$ cat config.mk
export PLATFORM = sky130hd
export DESIGN_NAME = onewire_master_with_rom_search
export DESIGN_NICKNAME = d
export VERILOG_FILES = /design/src/owm_pkg.sv /design/src/onewire_master_with_rom_search.sv /design/src/owm_queue.sv /design/src/owm_seq.sv
export SDC_FILE = /design/constraint.sdc
export NUM_CORES = 1
export LEC_CHECK = 0
export ABC_AREA = 1
export BUFFER_PORTS_ARGS = -buffer_cell sky130_fd_sc_hd__buf_2
export CORE_UTILIZATION = 40
export DETAILED_ROUTE_END_ITERATION = 10
export PLACE_DENSITY_LB_ADDON = 0.05
export SLEW_MARGIN = 20
export SYNTH_ARGS = -nofsm -noshare
export SYNTH_HDL_FRONTEND = slang
export SYNTH_SLANG_ARGS = --single-unit
$ cat constraint.sdc
create_clock -name clk -period 4 [get_ports clk]
set_input_delay 0 -clock clk [delete_from_list [all_inputs] [get_ports clk]]
set_output_delay 0 -clock clk [all_outputs]
set_load 0.05 [all_outputs]
$ cat src/owm_pkg.sv
// Package with shared types and constants for the 1-Wire master.
`timescale 1ns / 1ps
package owm_pkg;
	typedef enum logic [2:0] {
		K_TICK = 3'd0, K_RESET = 3'd1, K_WBYTE = 3'd2, K_RBYTE = 3'd3,
		K_WBIT = 3'd4, K_RBIT = 3'd5, K_SFIRST = 3'd6, K_SNEXT = 3'd7
	} kind_t;

	typedef struct packed {
		logic [2:0] kind;
		logic [7:0] data;
		logic       line_level;
	} in_item_t;

	typedef struct packed {
		logic        drive_low;
		logic        busy_res;
		logic        done_res;
		logic [7:0]  read_data;
		logic [63:0] rom_code;
		logic        last_device;
		logic        no_response;
	} out_item_t;

	localparam logic [7:0] SEARCH_CMD = 8'hF0;
	localparam logic [8:0] T_RREL = 9'd70;
	localparam logic [8:0] T_RWAIT = 9'd410;
	localparam logic [8:0] T_LOW1 = 9'd6;
	localparam logic [8:0] T_LOW0 = 9'd60;
	localparam logic [8:0] T_REL1 = 9'd64;
	localparam logic [8:0] T_REL0 = 9'd10;
	localparam logic [8:0] T_RSAMP = 9'd9;
	localparam logic [8:0] T_TAIL = 9'd55;
endpackage

$ cat src/onewire_master_with_rom_search.sv
// Top level of the 1-Wire bus master with ROM search.
//
// Input items on in_valid/in_ready carry a kind, a data byte and the sampled
// bus level. Kind 0 is a tick of one microsecond; kinds 1 to 7 start a reset
// pulse, byte or bit transfers, or one search-ROM pass when the master is idle
// and are ignored otherwise. Every item yields exactly one result item on
// out_valid/out_ready with the line drive, busy, done, read data, ROM code and
// search flags as they stand after that item.
// A two-entry queue takes items in front; the sequencer then handles one item
// per clock while the receiver does not stall, and its output register sends
// the result the next cycle, so a result passes the queue and then the output
// register. If the receiver stalls, the output register holds and the queue
// fills, then in_ready falls. bit_order is written through cfg_we/cfg_data;
// the user must do so only while idle, as the block does not enforce it.
// Reset clears the queue, the sequencer and the output register at once.
`timescale 1ns / 1ps
module onewire_master_with_rom_search import owm_pkg::*; #(
	parameter int RESET_LOW_TICKS = 480
) (
	input  logic      clk,
	input  logic      arst_n,
	input  logic      cfg_we,
	input  logic      cfg_data,
	input  logic      in_valid,
	output logic      in_ready,
	input  in_item_t  in_item,
	output logic      out_valid,
	input  logic      out_ready,
	output out_item_t out_item
);
	logic     order_q;
	logic     q_valid, q_ready;
	in_item_t q_item;

	always_ff @(posedge clk or negedge arst_n) begin
		if (!arst_n) order_q <= 1'b0;
		else if (cfg_we) order_q <= cfg_data;
	end

	owm_queue u_queue (
		.clk(clk), .arst_n(arst_n),
		.in_valid(in_valid), .in_ready(in_ready), .in_item(in_item),
		.out_valid(q_valid), .out_ready(q_ready), .out_item(q_item)
	);

	owm_seq #(.RESET_LOW_TICKS(RESET_LOW_TICKS)) u_seq (
		.clk(clk), .arst_n(arst_n), .bit_order(order_q),
		.in_valid(q_valid), .in_ready(q_ready), .in_item(q_item),
		.out_valid(out_valid), .out_ready(out_ready), .out_item(out_item)
	);
endmodule

$ cat src/owm_queue.sv
// Two-entry queue between the input front and the sequencer.
`timescale 1ns / 1ps
module owm_queue import owm_pkg::*; (
	input  logic     clk,
	input  logic     arst_n,
	input  logic     in_valid,
	output logic     in_ready,
	input  in_item_t in_item,
	output logic     out_valid,
	input  logic     out_ready,
	output in_item_t out_item
);
	in_item_t mem_q [2];
	logic       wp_q, rp_q;
	logic [1:0] cnt_q;
	logic       push, pop;

	assign in_ready  = (cnt_q != 2'd2);
	assign out_valid = (cnt_q != 2'd0);
	assign out_item  = mem_q[rp_q];
	assign push = in_valid && in_ready;
	assign pop  = out_valid && out_ready;

	always_ff @(posedge clk) begin
		if (push) mem_q[wp_q] <= in_item;
	end

	always_ff @(posedge clk or negedge arst_n) begin
		if (!arst_n) begin
			wp_q <= 1'b0;
			rp_q <= 1'b0;
			cnt_q <= 2'd0;
		end else begin
			if (push) wp_q <= ~wp_q;
			if (pop) rp_q <= ~rp_q;
			cnt_q <= cnt_q + {1'b0, push} - {1'b0, pop};
		end
	end
endmodule

$ cat src/owm_seq.sv
// Bus sequencer: timing phases, byte shifting and the ROM search.
`timescale 1ns / 1ps
module owm_seq import owm_pkg::*; #(
	parameter int RESET_LOW_TICKS = 480
) (
	input  logic      clk,
	input  logic      arst_n,
	input  logic      bit_order,
	input  logic      in_valid,
	output logic      in_ready,
	input  in_item_t  in_item,
	output logic      out_valid,
	input  logic      out_ready,
	output out_item_t out_item
);
	typedef enum logic [2:0] {
		PH_IDLE, PH_RLOW, PH_RREL, PH_RWAIT, PH_LOW, PH_REL, PH_TAIL
	} phase_t;
	typedef enum logic [2:0] {
		JB_RESET, JB_WBYTE, JB_RBYTE, JB_WBIT, JB_RBIT, JB_SEARCH
	} job_t;
	typedef enum logic [2:0] {SS_RST, SS_CMD, SS_ID, SS_CMP, SS_DIR} stage_t;

	localparam logic [8:0] T_RLOW = 9'(RESET_LOW_TICKS);

	phase_t      ph_q;
	job_t        job_q;
	stage_t      stage_q;
	logic [8:0]  tmr_q;
	logic [6:0]  bcnt_q;
	logic [7:0]  shift_q, rbyte_q;
	logic [63:0] rom_q;
	logic [6:0]  ldisc_q, lzero_q;
	logic        found_q, idbit_q, isread_q, sbit_q, order_q, noresp_q;
	logic        ovalid_q;
	out_item_t   oitem_q;

	logic accept;
	assign in_ready  = !ovalid_q || out_ready;
	assign accept    = in_valid && in_ready;
	assign out_valid = ovalid_q;
	assign out_item  = oitem_q;

	function automatic logic [2:0] bpos(logic ord, logic [2:0] i);
		return ord ? 3'd7 - i : i;
	endfunction

	always_ff @(posedge clk or negedge arst_n) begin
		phase_t      ph;
		job_t        job;
		stage_t      stg;
		logic [8:0]  tmr;
		logic [6:0]  bc, ld, lz;
		logic [7:0]  sh, rb;
		logic [63:0] rom;
		logic        fnd, idb, isr, sb, ordl, nr, done, fin, dir, smp;
		logic [5:0]  k;
		if (!arst_n) begin
			ph_q <= PH_IDLE; job_q <= JB_RESET; stage_q <= SS_RST; tmr_q <= '0;
			bcnt_q <= '0; shift_q <= '0; rbyte_q <= '0; rom_q <= '0;
			ldisc_q <= '0; lzero_q <= '0; found_q <= 1'b0; idbit_q <= 1'b0;
			isread_q <= 1'b0; sbit_q <= 1'b0; order_q <= 1'b0; noresp_q <= 1'b0;
			ovalid_q <= 1'b0; oitem_q <= '0;
		end else begin
			if (!accept && out_ready) ovalid_q <= 1'b0;
			if (accept) begin
				ph = ph_q; job = job_q; stg = stage_q; tmr = tmr_q; bc = bcnt_q;
				sh = shift_q; rb = rbyte_q; rom = rom_q; ld = ldisc_q; lz = lzero_q;
				fnd = found_q; idb = idbit_q; isr = isread_q; sb = sbit_q;
				ordl = order_q; nr = noresp_q; done = 1'b0;
				if (in_item.kind == K_TICK) begin
					if (ph != PH_IDLE) begin
						if (tmr != 9'd0) tmr = tmr - 9'd1;
						if (tmr == 9'd0) begin
							fin = 1'b0;
							unique case (ph)
								PH_RLOW: begin ph = PH_RREL; tmr = T_RREL; end
								PH_RREL: begin ph = PH_RWAIT; tmr = T_RWAIT; end
								PH_LOW: begin
									ph = PH_REL;
									tmr = isr ? T_RSAMP : (sb ? T_REL1 : T_REL0);
								end
								PH_REL: begin
									if (isr) begin
										ph = PH_TAIL; tmr = T_TAIL; sb = in_item.line_level;
									end else fin = 1'b1;
								end
								PH_TAIL, PH_RWAIT: fin = 1'b1;
								default: ph = PH_IDLE;
							endcase
							if (fin) begin
								ph = PH_IDLE;
								smp = sb;
								done = 1'b1;
								case (job)
									JB_WBYTE: begin
										bc = bc + 7'd1;
										if (bc < 7'd8) begin
											done = 1'b0; isr = 1'b0; ph = PH_LOW;
											sb = sh[bpos(ordl, bc[2:0])];
										end
									end
									JB_RBYTE: begin
										sh[bpos(ordl, bc[2:0])] = sh[bpos(ordl, bc[2:0])] | smp;
										bc = bc + 7'd1;
										if (bc < 7'd8) begin
											done = 1'b0; isr = 1'b1; ph = PH_LOW;
										end else rb = sh;
									end
									JB_RBIT: rb = {7'd0, smp};
									JB_SEARCH: begin
										done = 1'b0;
										case (stg)
											SS_RST: begin
												stg = SS_CMD; bc = '0; isr = 1'b0;
												sb = SEARCH_CMD[0]; ph = PH_LOW;
											end
											SS_CMD: begin
												bc = bc + 7'd1;
												isr = 1'b0; ph = PH_LOW;
												if (bc < 7'd8) sb = SEARCH_CMD[bc[2:0]];
												else begin
													bc = 7'd1; stg = SS_ID; isr = 1'b1;
												end
											end
											SS_ID: begin
												idb = smp; stg = SS_CMP; isr = 1'b1; ph = PH_LOW;
											end
											SS_CMP: begin
												if (idb && smp) begin
													nr = 1'b1; ld = '0; fnd = 1'b0; done = 1'b1;
												end else begin
													k = 6'(bc - 7'd1);
													if (!idb && !smp) begin
														if (bc < ld) dir = rom[k];
														else dir = (bc == ld);
														if (!dir) lz = bc;
													end else dir = idb;
													rom[k] = dir;
													stg = SS_DIR; isr = 1'b0; sb = dir; ph = PH_LOW;
												end
											end
											default: begin
												if (bc >= 7'd64) begin
													ld = lz;
													if (lz == 7'd0) fnd = 1'b1;
													done = 1'b1;
												end else begin
													bc = bc + 7'd1; stg = SS_ID; isr = 1'b1; ph = PH_LOW;
												end
											end
										endcase
									end
									default: ;
								endcase
								if (ph == PH_LOW) tmr = (isr || sb) ? T_LOW1 : T_LOW0;
								if (done) begin ph = PH_IDLE; tmr = '0; end
							end
						end
					end
				end else if (ph == PH_IDLE) begin
					ordl = bit_order; bc = '0;
					case (in_item.kind)
						K_RESET: begin job = JB_RESET; ph = PH_RLOW; tmr = T_RLOW; end
						K_WBYTE: begin
							job = JB_WBYTE; sh = in_item.data; isr = 1'b0;
							sb = in_item.data[bpos(bit_order, 3'd0)]; ph = PH_LOW;
						end
						K_RBYTE: begin job = JB_RBYTE; sh = '0; isr = 1'b1; ph = PH_LOW; end
						K_WBIT: begin
							job = JB_WBIT; isr = 1'b0; sb = in_item.data[0]; ph = PH_LOW;
						end
						K_RBIT: begin job = JB_RBIT; isr = 1'b1; ph = PH_LOW; end
						default: begin
							if (in_item.kind == K_SFIRST || fnd) begin ld = '0; fnd = 1'b0; end
							job = JB_SEARCH; stg = SS_RST; lz = '0; idb = 1'b0; nr = 1'b0;
							ph = PH_RLOW; tmr = T_RLOW;
						end
					endcase
					if (ph == PH_LOW) tmr = (isr || sb) ? T_LOW1 : T_LOW0;
				end
				ph_q <= ph; job_q <= job; stage_q <= stg; tmr_q <= tmr; bcnt_q <= bc;
				shift_q <= sh; rbyte_q <= rb; rom_q <= rom; ldisc_q <= ld; lzero_q <= lz;
				found_q <= fnd; idbit_q <= idb; isread_q <= isr; sbit_q <= sb;
				order_q <= ordl; noresp_q <= nr;
				ovalid_q <= 1'b1;
				oitem_q.drive_low <= (ph == PH_RLOW) || (ph == PH_LOW);
				oitem_q.busy_res <= (ph != PH_IDLE);
				oitem_q.done_res <= done;
				oitem_q.read_data <= rb;
				oitem_q.rom_code <= rom;
				oitem_q.last_device <= fnd;
				oitem_q.no_response <= nr;
			end
		end
	end
endmodule
[Word-level counts from Yosys, hierarchy flattened]
Memories as Yosys holds them, arrays and structs flattened.
Cells that the tools add are included.
Widths: inputs -> output; s select.
Storage, ports and cells
  bits in writable memories: 24
  memory bits (read-only): 8
  flip-flop bits (word level): 134
  word-level logic and storage cells: 376
  input bits: 18
  memories: 2
Cells by class
  mux-type cells: 227
  magnitude comparators: 10
  equality and inequality tests: 49
  bitwise gates (word level): 5
  $add $sub $neg: 7
  reduce and logical (&&, ||, !) cells: 52
Memories
  u_queue.mem_q: words 2, bits a word 12, rd ports 1, clocked after Yosys merged registers in 0, write ports 1, RTL line owm_queue.sv:13  | in_item_t mem_q [2];
  (name not given): words 8, bits a word 1, rd ports 1, clocked after Yosys merged registers in 0, write ports 0, RTL line owm_seq.sv:121  | if (bc < 7'd8) sb = SEARCH_CMD[bc[2:0]];
Operators by type and width (number)
  $mux 7: 29
  $mux 9: 15
  $mux 1: 112
  $mux 3: 33
  $bwmux 64: 1
  $mux 8: 7
  $pmux 9 s4: 1
  $eq 3x3->1 const B: 11
  $pmux 8 s2: 2
  $pmux 3 s5: 2
  $ne 2x2->1 const B: 14
  $pmux 7 s2: 2
  $reduce_and 8->1: 3
  $reduce_and 11->1: 2
  $eq 3x2->1 const B: 7
  $ne 3x3->1 const B: 7
  $pmux 7 s3: 1
  $lt 3x4->1 const B: 4
  $eq 3x1->1 const B: 5
  $pmux 1 s2: 7
  $reduce_and 7->1: 2
  $mux 6: 2
  $pmux 3 s2: 2
  $pmux 3 s4: 1
  other kinds (45): 78

[Depth between registers and ports, before layout]
Gate-level depths: netlist of the first run.
  depth after elaboration: 46
  mapped depth: 24
  depth with buffers taken out: 22

[By module]
A second synthesis of the first run with hierarchy kept.
Unflattened totals
  cells, all modules: 1269
  area, all modules: 9290.2 µm²
By module, submodules not included
  owm_seq: instances 1, cells each 1170, area an instance 8149.1 µm²
  owm_queue: instances 1, cells each 94, area an instance 1101.1 µm²
  onewire_master_with_rom_search: instances 1, cells each 5, area an instance 40.0 µm²

[Least setup slack after synthesis of the first run]
Ideal clock, no wire load.
  path type: register to register
  start point: reg u_seq.bcnt_q[0]
  end point: reg u_seq.rom_q[47]
  clock period less this slack: 2896 ps
  setup time: 125 ps
  slack: 1104 ps
  cell stages (with the launch flop): 18
  required time: 3875 ps
  arrival: 2771 ps
  path through: dfrtp_1 -> inv_1 -> buf_1 -> ha_1 -> clkbuf_1 -> buf_1 -> nand2_1 -> nand2_1 -> nand2_1 -> nand3_1 -> nand3_1 -> nand3_1 -> nand3_1 -> nand3_1 -> nand2_1 -> buf_2 -> clkbuf_1 -> mux2_2
Between the ends
  longest elaborated chain between the ends: 23
  elaborated cells on any way between the ends: 30
RTL lines
  from (decl): RTL line owm_seq.sv:30  | logic [6:0] bcnt_q;
  from (signal assigned): RTL line owm_seq.sv:60  | bcnt_q <= '0; shift_q <= '0; rbyte_q <= '0; rom_q <= '0;
  from (signal assigned): RTL line owm_seq.sv:182  | ph_q <= ph; job_q <= job; stage_q <= stg; tmr_q <= tmr; bcnt_q <= bc;
  $sub 6x1->6: RTL line owm_seq.sv:133  | k = 6'(bc - 7'd1);
  $bmux 1 s6: RTL line owm_seq.sv:135  | if (bc < ld) dir = rom[k];
  $mux 1 (not written as such): RTL line owm_seq.sv:135
  $mux 1: RTL line owm_seq.sv:135
  $mux 1: RTL line owm_seq.sv:134  | if (!idb && !smp) begin
  $mux 1: RTL line owm_seq.sv:130  | if (idb && smp) begin
  $mux 1: RTL line owm_seq.sv:113  | case (stg)
  $mux 1: RTL line owm_seq.sv:95  | case (job)
  [... 7 more ...]
  $mux 1: RTL line owm_seq.sv:113
  $mux 1: RTL line owm_seq.sv:95
  $mux 1: RTL line owm_seq.sv:91  | if (fin) begin
  $mux 1: RTL line owm_seq.sv:74  | if (tmr == 9'd0) begin
  $mux 1: RTL line owm_seq.sv:72  | if (ph != PH_IDLE) begin
  $mux 1: RTL line owm_seq.sv:71  | if (in_item.kind == K_TICK) begin
  $mux 1: RTL line owm_seq.sv:66  | if (accept) begin
  $bwmux 64 *: RTL line owm_seq.sv:139  | rom[k] = dir;
  to (signal assigned): RTL line owm_seq.sv:183  | shift_q <= sh; rbyte_q <= rb; rom_q <= rom; ldisc_q <= ld; lzero_q <= lz;
  to (decl): RTL line owm_seq.sv:32  | logic [63:0] rom_q;
Mark *: on every way between the ends. The rest lies on a longest branch, timed or not. The select of a mux whose other input is x is not followed.
A chain may end at the register's enable or synchronous reset.

[Worst setup path in the final report of the first run]
  start point: reg u_queue.rp_q
  end point: reg u_seq.lzero_q[1]
Between the ends
  longest elaborated chain between the ends: 11
  elaborated cells on any way between the ends: 29
RTL lines
  from (decl): RTL line owm_queue.sv:14  | logic wp_q, rp_q;
  from (signal assigned): RTL line owm_queue.sv:35  | if (pop) rp_q <= ~rp_q;
  $mem_v2 2x12 *
  $mux 1: RTL line owm_seq.sv:84  | if (isr) begin
  $mux 1: RTL line owm_seq.sv:76  | unique case (ph)
  $mux 1: RTL line owm_seq.sv:74
  $mux 1: RTL line owm_seq.sv:72
  $mux 1: RTL line owm_seq.sv:71
  $mux 1: RTL line owm_seq.sv:66
  $logic_not 1->1: RTL line owm_seq.sv:134
  $logic_and 1x1->1: RTL line owm_seq.sv:134
  $ne 2x2->1 (no source line)
  $reduce_and 11->1 (no source line)
  to (signal assigned): RTL line owm_seq.sv:183
  to (decl): RTL line owm_seq.sv:33  | logic [6:0] ldisc_q, lzero_q;
Marked as above.

==> results of run 1 <==
## path summary, 6_finish.rpt
check	from	endpoint	slack [ns]	cells past startpoint
min reg2reg	u_seq.rbyte_q[5]	u_seq.rbyte_q[5]	0.48	2
max	u_queue.rp_q	u_seq.lzero_q[1]	0.44	15
min in group clk	in_item[0]	u_queue.mem_q[1][0]	0.29	2
max in group asynchronous	arst_n	u_seq.rom_q[40]	2.92	3
max reg2reg	u_queue.rp_q	u_seq.lzero_q[1]	0.44	15
min	arst_n	u_seq.rom_q[9]	0.09	2
## flip-flops by register name, indices dropped and copies added (netlist names), 2 cells and up
register / flops
u_seq.rom_q: 64
u_queue.mem_q: 24
u_seq.tmr_q: 9
u_seq.rbyte_q: 8
u_seq.shift_q: 8
u_seq.bcnt_q: 7
u_seq.ldisc_q: 7
u_seq.lzero_q: 7
u_seq.out_item: 4
u_seq.job_q: 3
u_seq.ph_q: 3
u_seq.stage_q: 3
u_queue.cnt_q: 2
## layout by cell type, fill, tap and decap left out, types with 4 or more instances in the layout
cell                            instances
sky130_fd_sc_hd__o221ai_1               4
sky130_fd_sc_hd__o31ai_1               12
sky130_fd_sc_hd__o21ai_1               12
sky130_fd_sc_hd__nor2_1               100
sky130_fd_sc_hd__clkinv_4               5
sky130_fd_sc_hd__dfrtp_1              134
sky130_fd_sc_hd__mux2_2                19
sky130_fd_sc_hd__dlygate4sd3_1         17
sky130_fd_sc_hd__nand3_1               54
sky130_fd_sc_hd__inv_1                152
sky130_fd_sc_hd__inv_2                  6
sky130_fd_sc_hd__o21ai_0              122
sky130_fd_sc_hd__nor3_1                76
sky130_fd_sc_hd__nand2_1              336
sky130_fd_sc_hd__o22ai_1                8
sky130_fd_sc_hd__a21oi_1               30
sky130_fd_sc_hd__buf_4                 14
sky130_fd_sc_hd__clkbuf_16             17
sky130_fd_sc_hd__xor2_1                17
sky130_fd_sc_hd__nand2_2                4
sky130_fd_sc_hd__o32ai_1                7
sky130_fd_sc_hd__edfxtp_1              24
sky130_fd_sc_hd__inv_6                  4
sky130_fd_sc_hd__o211ai_1               9
sky130_fd_sc_hd__xnor2_1                4
sky130_fd_sc_hd__buf_2                 95
sky130_fd_sc_hd__ha_1                  12
sky130_fd_sc_hd__nand4_1                9
sky130_fd_sc_hd__a31oi_1                4
## power by group through the flow
stage	sequential (uW)	combinational, uW	clock (uW)
2_1_floorplan	2210	2930	0
3_3_place_gp	2250	4070	0
3_5_place_dp	2250	4060	0
4_1_cts	2220	4090	1610
5_1_grt	2260	4600	1660
6_report	2220	4090	1570
## worst max-delay path, stage by stage (launching register included)
cell	delay, ns
sky130_fd_sc_hd__dfrtp_1	0.67
sky130_fd_sc_hd__inv_2	0.20
sky130_fd_sc_hd__or2_1	0.25
sky130_fd_sc_hd__o21ai_1	0.22
sky130_fd_sc_hd__inv_2	0.13
sky130_fd_sc_hd__nor2_8	0.14
sky130_fd_sc_hd__inv_4	0.15
sky130_fd_sc_hd__nor2_4	0.14
sky130_fd_sc_hd__nor2_1	0.08
sky130_fd_sc_hd__a21oi_4	0.31
sky130_fd_sc_hd__inv_2	0.16
sky130_fd_sc_hd__a21oi_4	0.27
sky130_fd_sc_hd__nand2_4	0.11
sky130_fd_sc_hd__a21oi_4	0.35
sky130_fd_sc_hd__nand3_1	0.16
sky130_fd_sc_hd__o21ai_0	0.11
## per-stage QoR
step / area, um^2 / setup slack (ns) / cells
after floorplan: 9280 / 1.10 / 1238
after global placement: 10000 / 0.445 / 1591
after detailed placement: 10000 / 0.438 / 1591
after CTS: 10800 / 0.412 / 1640
after global routing: 10800 / 0.140 / 1640
final: 10800 / 0.436 / 1640
## routing by layer
metal,up-vias,share of wire (%)
met5,-,0
met4,0,2.0
met3,42,4.2
met2,212,48
met1,3938,46
li1,4290,-
## layout make-up
class | instances | share of cell area, %
multi-input cells | 876 | 41.0
flip-flops and latches | 158 | 37.8
repair buffers | 127 | 7.07
inverters | 162 | 5.67
clock buffers | 18 | 3.98
well taps | 285 | 3.31
clock inverters | 14 | 1.18
## kinds of logic after synthesis
kind of cell,Yosys count,share of synthesized area (%)
buf+inv,204,8.58
mux,20,2.41
xor+xnor,21,1.98
compound gates,225,14.2
flops,158,43.9
fa+ha+maj,12,1.62
simple gates,598,27.3
==> Implementation_results.wiki, run 1 <==
{| class="wikitable"
! Metric !! Value
|-
| Vias per cell || 5.17
|-
| Switching Power || 4000 uW
|-
| Async set or reset register ratio after synthesis || 84.8%
|-
| Input/output buffers || 96
|-
| Die Y || 154 um
|-
| TritonCTS clock tree || built
|-
| Part of the total power dissipated in the clock network || 19.9%
|-
| Post-DP HPWL || 18500 um
|-
| Gate Count Post-Synth || 1238
|-
| Highest clock rate || 281 MHz
|-
| Quantity of gates resized following cts || 0
|-
| Number of buffers created by CTS || 17
|-
| Number of violations reported at the end of detailed-routing iteration 0 || 521
|-
| Area growth from synthesis to layout || 16.1%
|-
| Portion of the clock cycle consumed by the worst path in the final layout || 89.1%
|-
| Netlist Area Pre-Place || 9280 um^2
|-
| Combined flip-flop and latch cell area || 4070 um^2
|-
| Hold bufs inserted after CTS || 17
|-
| Root Buffer Master || sky130_fd_sc_hd__clkbuf_16
|-
| Post-synth cell types || 56
|-
| Seq cells post-synth || 158
|-
| GP Congestion || 0.862
|-
| Post-synth top flop || sky130_fd_sc_hd__dfrtp_1
|-
| Total global-route track usage || 23.2%
|-
| Antenna violations before repair || 0
|-
| Critical Path Fanout Max || 31
|-
| Number of endpoints failing setup at the final stage || 0
|-
| EDFF count, synth || 24
|-
| Total of fill cells in the finished design || 2341
|-
| DIE AREA || 23800 um^2
|-
| WP data arrival || 3.91 ns
|-
| Time the worst path needs with I/O delays and setup || 3.56 ns
|-
| Starting utilization of the core area || 40.9%
|-
| Wire length of the first global-routing pass || 43800 um
|-
| Total core area || 22700 um^2
|-
| Worst-case vdd ir drop || 0.410 mV
|-
| Synth area leader || sky130_fd_sc_hd__dfrtp_1
|-
| Category of the worst setup path capture point || flip-flop
|-
| Actual slew at the worst max-slew pin || 0.743 ns
|-
| Sequential element share of the synthesized area || 43.9%
|-
| Max_slew headroom || 50.2%
|-
| Depth of the CTS H-tree || 4
|-
| Max-slew violation total from the final report || 0
|-
| Cell with the most instances after synthesis || sky130_fd_sc_hd__nand2_1
|-
| Proportion of layout cells with a drive suffix above 1 || 14.2%
|-
| Antenna-violating nets left || 0
|-
| WL final || 26700 um
|-
| Number of global-route vias before repair || 8406
|-
| Footprint of the multi-input gates || 4420 um^2
|-
| Final-layout worst hold slack || 0.0939 ns
|-
| Status || completed
|-
| Combinational share of power || 51.9%
|-
| Total power after layout || 7870 uW
|-
| Post-Synthesis Net Count || 1268
|-
| Number of primary I/O pins || 97
|-
| GR Util met3 || 3.61%
|-
| Number of rows created at floorplan || 55
|-
| Via count || 8482
|-
| Cell area power density || 730 nW/um^2
|-
| Worst setup SP type || flip-flop
|-
| Syn Area/Cell || 7.50 um^2
|-
| P_leak || 0.00506 uW
|-
| Most used standard cells in the synthesized netlist || 337 x sky130_fd_sc_hd__nand2_1, 152 x sky130_fd_sc_hd__inv_1, 134 x sky130_fd_sc_hd__dfrtp_1, 122 x sky130_fd_sc_hd__o21ai_0, 102 x sky130_fd_sc_hd__nor2_1
|-
| Worst-path clk slew || 0.07 ns
|-
| Worst clock skew || 0.0117 ns
|-
| Met2 Usage GRT || 39.4%
|-
| Residual DRC || 0
|-
| Yosys top cell area share || 36.1%
|-
| Count of warnings emitted by yosys || 0
|-
| Antenna cell count || 0
|-
| Detailed-routing iteration count for the pre-antenna-repair pass || 5
|-
| Die span in x || 154 um
|-
| Count of endpoints failing hold in the final timing report || 0
|-
| Required @ worst endpoint || 4.34 ns
|-
| Kind of critical path || reg -> reg
|-
| Final core utilization || 47.5%
|-
| Maximum number of pins on one net before global-route repair || 65
|-
| Post-route setup TNS || 0 ns
|-
| Cell types occupying the most area after synthesis || sky130_fd_sc_hd__dfrtp_1 36%, sky130_fd_sc_hd__nand2_1 14%, sky130_fd_sc_hd__edfxtp_1 7.8%, sky130_fd_sc_hd__o21ai_0 6.6%, sky130_fd_sc_hd__inv_1 6.1%
|-
| Wire length per cell || 16.3 um
|-
| GR met1 Demand/Resource || 30.1%
|-
| Highest-utilization routing layer at the global route stage || met2
|-
| Worst min-delay path class || in -> async
|-
| Share of total power in sequential cells || 28.2%
|-
| Fraction of power spent switching nets || 50.8%
|-
| Internal Dissipation || 3880 uW
|-
| # Post-CTS Setup Buffers || 0
|-
| Max clock buf depth || 2
|-
| Clock latency on the worst-skew pair || 0.43 ns
|-
| Maxcap violations || 0
|-
| # clock sinks || 158
|-
| Global route total overflow || 0
|-
| Final #Nets || 1372
|-
| Setup repair after global routing missed its margin || false
|}
No activity file was read; power rests on OpenSTA's default activity.
==> run 2: changes to the inputs <==
--- a/config.mk
+++ b/config.mk
@@ -7,6 +7,7 @@
 export LEC_CHECK = 0
 export ABC_AREA = 1
 export BUFFER_PORTS_ARGS = -buffer_cell sky130_fd_sc_hd__buf_2
+export CORE_MARGIN = 2
 export CORE_UTILIZATION = 40
 export DETAILED_ROUTE_END_ITERATION = 10
 export PLACE_DENSITY_LB_ADDON = 0.05
==> run 2 against run 1 <==
Critical path type unchanged. Clock skew grew 0.0014 ns. Global-route usage down 0.77 points. Die area rose by 2.6%. Sequential cell count stayed put. Sequential share of layout area barely moved. First-iteration DRC count is 18% lower. Final cell count unchanged. Combinational power hardly changed. Critical path depth unchanged. Clock power is essentially flat. Register-to-register slack got worse by 0.02 ns.
==> Implementation_results.wiki, run 2 (synthesis results as in run 1) <==
{| class="wikitable"
! Metric !! Value
|-
| Leading cell type in the layout, fill and taps excluded || sky130_fd_sc_hd__nand2_1
|-
| Number of primary I/O pins || 97 (unchanged)
|-
| # Post-CTS Setup Buffers || 0 (unchanged)
|-
| Post-route setup TNS || 0 ns (unchanged)
|-
| Required @ worst endpoint || 4.34 ns (about the same)
|-
| Number of buffers created by CTS || 17 (unchanged)
|-
| Status || completed
|-
| Number of endpoints failing setup at the final stage || 0 (unchanged)
|-
| Residual DRC || 0 (unchanged)
|-
| Highest clock rate || 279 MHz (-0.56%)
|-
| Area growth from synthesis to layout || 16.2% (about the same)
|-
| Count of endpoints failing hold in the final timing report || 0 (unchanged)
|-
| Input/output buffers || 96 (unchanged)
|-
| Wire length per cell || 16.1 um (-0.99%)
|-
| Via count || 8462 (-0.24%)
|-
| Vias per cell || 5.16 (-0.24%)
|-
| TritonCTS clock tree || built
|-
| Post-layout worst setup margin || 0.416 ns (-0.0202 ns)
|-
| Final Instance Count excl. Fillers || 1640 (unchanged)
|-
| Antenna violations before repair || 0 (unchanged)
|-
| GP Congestion || 0.870 (+0.90%)
|-
| Worst setup SP type || flip-flop
|-
| Portion of the clock cycle consumed by the worst path in the final layout || 89.6% (+0.50 points)
|-
| Max_slew headroom || 53.0% (+2.8 points)
|-
| Depth of the CTS H-tree || 4 (unchanged)
|-
| Placed Cells || 1591 (unchanged)
|-
| Wire length of the first global-routing pass || 43500 um (-0.69%)
|-
| Final-layout worst hold slack || 0.0651 ns (-0.0289 ns)
|-
| Post-DP HPWL || 18800 um (+1.4%)
|-
| Maxcap violations || 0 (unchanged)
|-
| Global route total overflow || 0 (unchanged)
|-
| Number of global-route vias before repair || 8297 (-1.3%)
|-
| Root Buffer Master || sky130_fd_sc_hd__clkbuf_16
|-
| Cell area power density || 732 nW/um^2 (+0.28%)
|-
| Max clock buf depth || 2 (unchanged)
|-
| WL final || 26400 um (-0.99%)
|-
| Crit-path cells || inv_2 > or2_1 > o21ai_0 > nand2_2 > nor2_8 > inv_4 > nor2_4 > nor2_1 > a21oi_4 > inv_2 > a21oi_4 > nand2_4 > a21oi_4 > nand3_1 > o21ai_0
|-
| Category of the worst setup path capture point || flip-flop
|-
| Worst-path clk slew || 0.07 ns (about the same)
|-
| Final #Nets || 1372 (unchanged)
|-
| Maximum number of pins on one net before global-route repair || 65 (unchanged)
|-
| Proportion of layout cells with a drive suffix above 1 || 14.1% (-0.074 points)
|-
| Number of rows created at floorplan || 55 (unchanged)
|-
| Largest registers || u_seq.rom_q (64), u_queue.mem_q (24), u_seq.tmr_q (9)
|-
| Top reg by flops || u_seq.rom_q
|-
| Total core area || 22700 um^2 (unchanged)
|-
| Number of violations reported at the end of detailed-routing iteration 0 || 428 (-18%)
|-
| Antenna cell count || 0 (unchanged)
|-
| Kind of critical path || reg -> reg
|-
| Die span in x || 156 um (+1.3%)
|-
| Launch instance of the worst register-to-register path || u_queue.rp_q
|-
| Time the worst path needs with I/O delays and setup || 3.58 ns (+0.0202 ns)
|-
| Top library cells by usage in the layout, fill and taps aside || 336 x sky130_fd_sc_hd__nand2_1, 152 x sky130_fd_sc_hd__inv_1, 133 x sky130_fd_sc_hd__dfrtp_1
|-
| Setup repair after global routing missed its margin || false
|-
| Setup slack, reg-to-reg || 0.42 ns (-0.02 ns)
|-
| Max-slew violation total from the final report || 0 (unchanged)
|-
| Critical Path Fanout Max || 31 (unchanged)
|-
| Biggest cell delay along the critical path || 0.68 ns (about the same)
|-
| Max FFs per register || 64 (unchanged)
|-
| Actual slew at the worst max-slew pin || 0.705 ns (-0.0381 ns)
|-
| Starting utilization of the core area || 40.9% (unchanged)
|-
| Cell at the slowest stage of the critical path || sky130_fd_sc_hd__dfrtp_1
|-
| Worst Setup SP || u_queue.rp_q
|-
| Post-place setup slack || 0.355 ns (-0.0831 ns)
|-
| DIE AREA || 24400 um^2 (+2.6%)
|-
| # clock sinks || 158 (unchanged)
|-
| Clock latency on the worst-skew pair || 0.43 ns (about the same)
|-
| Worst-case vdd ir drop || 0.410 mV (about the same)
|-
| Most Frequent Cell on Critical Path || sky130_fd_sc_hd__a21oi_4
|-
| Worst clock skew || 0.0130 ns (+0.00135 ns)
|-
| P_leak || 0.00505 uW (-0.27%)
|-
| Antenna-violating nets left || 0 (unchanged)
|-
| Die Y || 156 um (+1.3%)
|-
| Worst min-delay path class || in -> async
|-
| Quantity of gates resized following cts || 0 (unchanged)
|-
| WP data arrival || 3.92 ns (about the same)
|-
| Detailed-routing iteration count for the pre-antenna-repair pass || 6 (+1)
|-
| Final core utilization || 47.5% (about the same)
|-
| Hold bufs inserted after CTS || 17 (unchanged)
|-
| Total global-route track usage || 22.4% (-0.77 points)
|}
run 2: changes by cell type in the layout (fill, tap and decap cells not counted), moves of 2 or more:
cell	change
sky130_fd_sc_hd__clkbuf_1	+2
sky130_fd_sc_hd__clkinv_4	-2
sky130_fd_sc_hd__clkinvlp_4	+3
sky130_fd_sc_hd__clkinv_2	-2
run 2: worst paths after layout:
| kind | endpoint | cells past startpoint |
|---|---|---|
| hold reg to reg | u_seq.rbyte_q[6] | 2 |
| min in group clk | u_queue.mem_q[0][1] | 2 |
| hold / removal | u_seq.rom_q[29] | 2 |
| max in group asynchronous | u_seq.bcnt_q[0] | 3 |
| setup reg to reg | u_seq.lzero_q[1] | 15 |
| setup / recovery | u_seq.lzero_q[1] | 15 |
run 2: area by class of cell:
class	instances	area [um^2]
clock buffer	20	437
clock inverter	12	125
fill	2340	11900
inverter	162	612
multi-input combinational	876	4420
sequential	158	4080
tap	285	357
timing repair buffer	127	762
run 2: report_power, final:
part | switching [uW] | total [uW] | internal, uW
Sequential | 269 | 2230 | 1960
Clock | 709 | 1580 | 872
Combinational | 2980 | 4090 | 1110
Total | 3960 | 7900 | 3940
run 2: per-layer routing:
metal / global-route usage (%) / vias to the layer above / part of all wire, %
met3: 3.96 / 44 / 4.1
met5: 0 / - / 0
met1: 29.7 / 3922 / 47
li1: - / 4280 / -
met4: 6.73 / 0 / 2.3
met2: 37.6 / 216 / 47
run 2: critical path: cells and delay by family, from the launching register on:
kind,cells,cell delay (ns)
AO/OA/AOI/OAI,5,1.25
flip-flops,1,0.68
AND/OR/NAND/NOR,7,1.04
buffers and inverters,3,0.52
run 2: metrics by stage:
step	total power, uW	cell area, um^2
6_report	7900	10800
4_1_cts	7950	10800
3_5_place_dp	6330	10100
5_1_grt	8580	10800
3_3_place_gp	6340	10100
2_1_floorplan	5130	9280
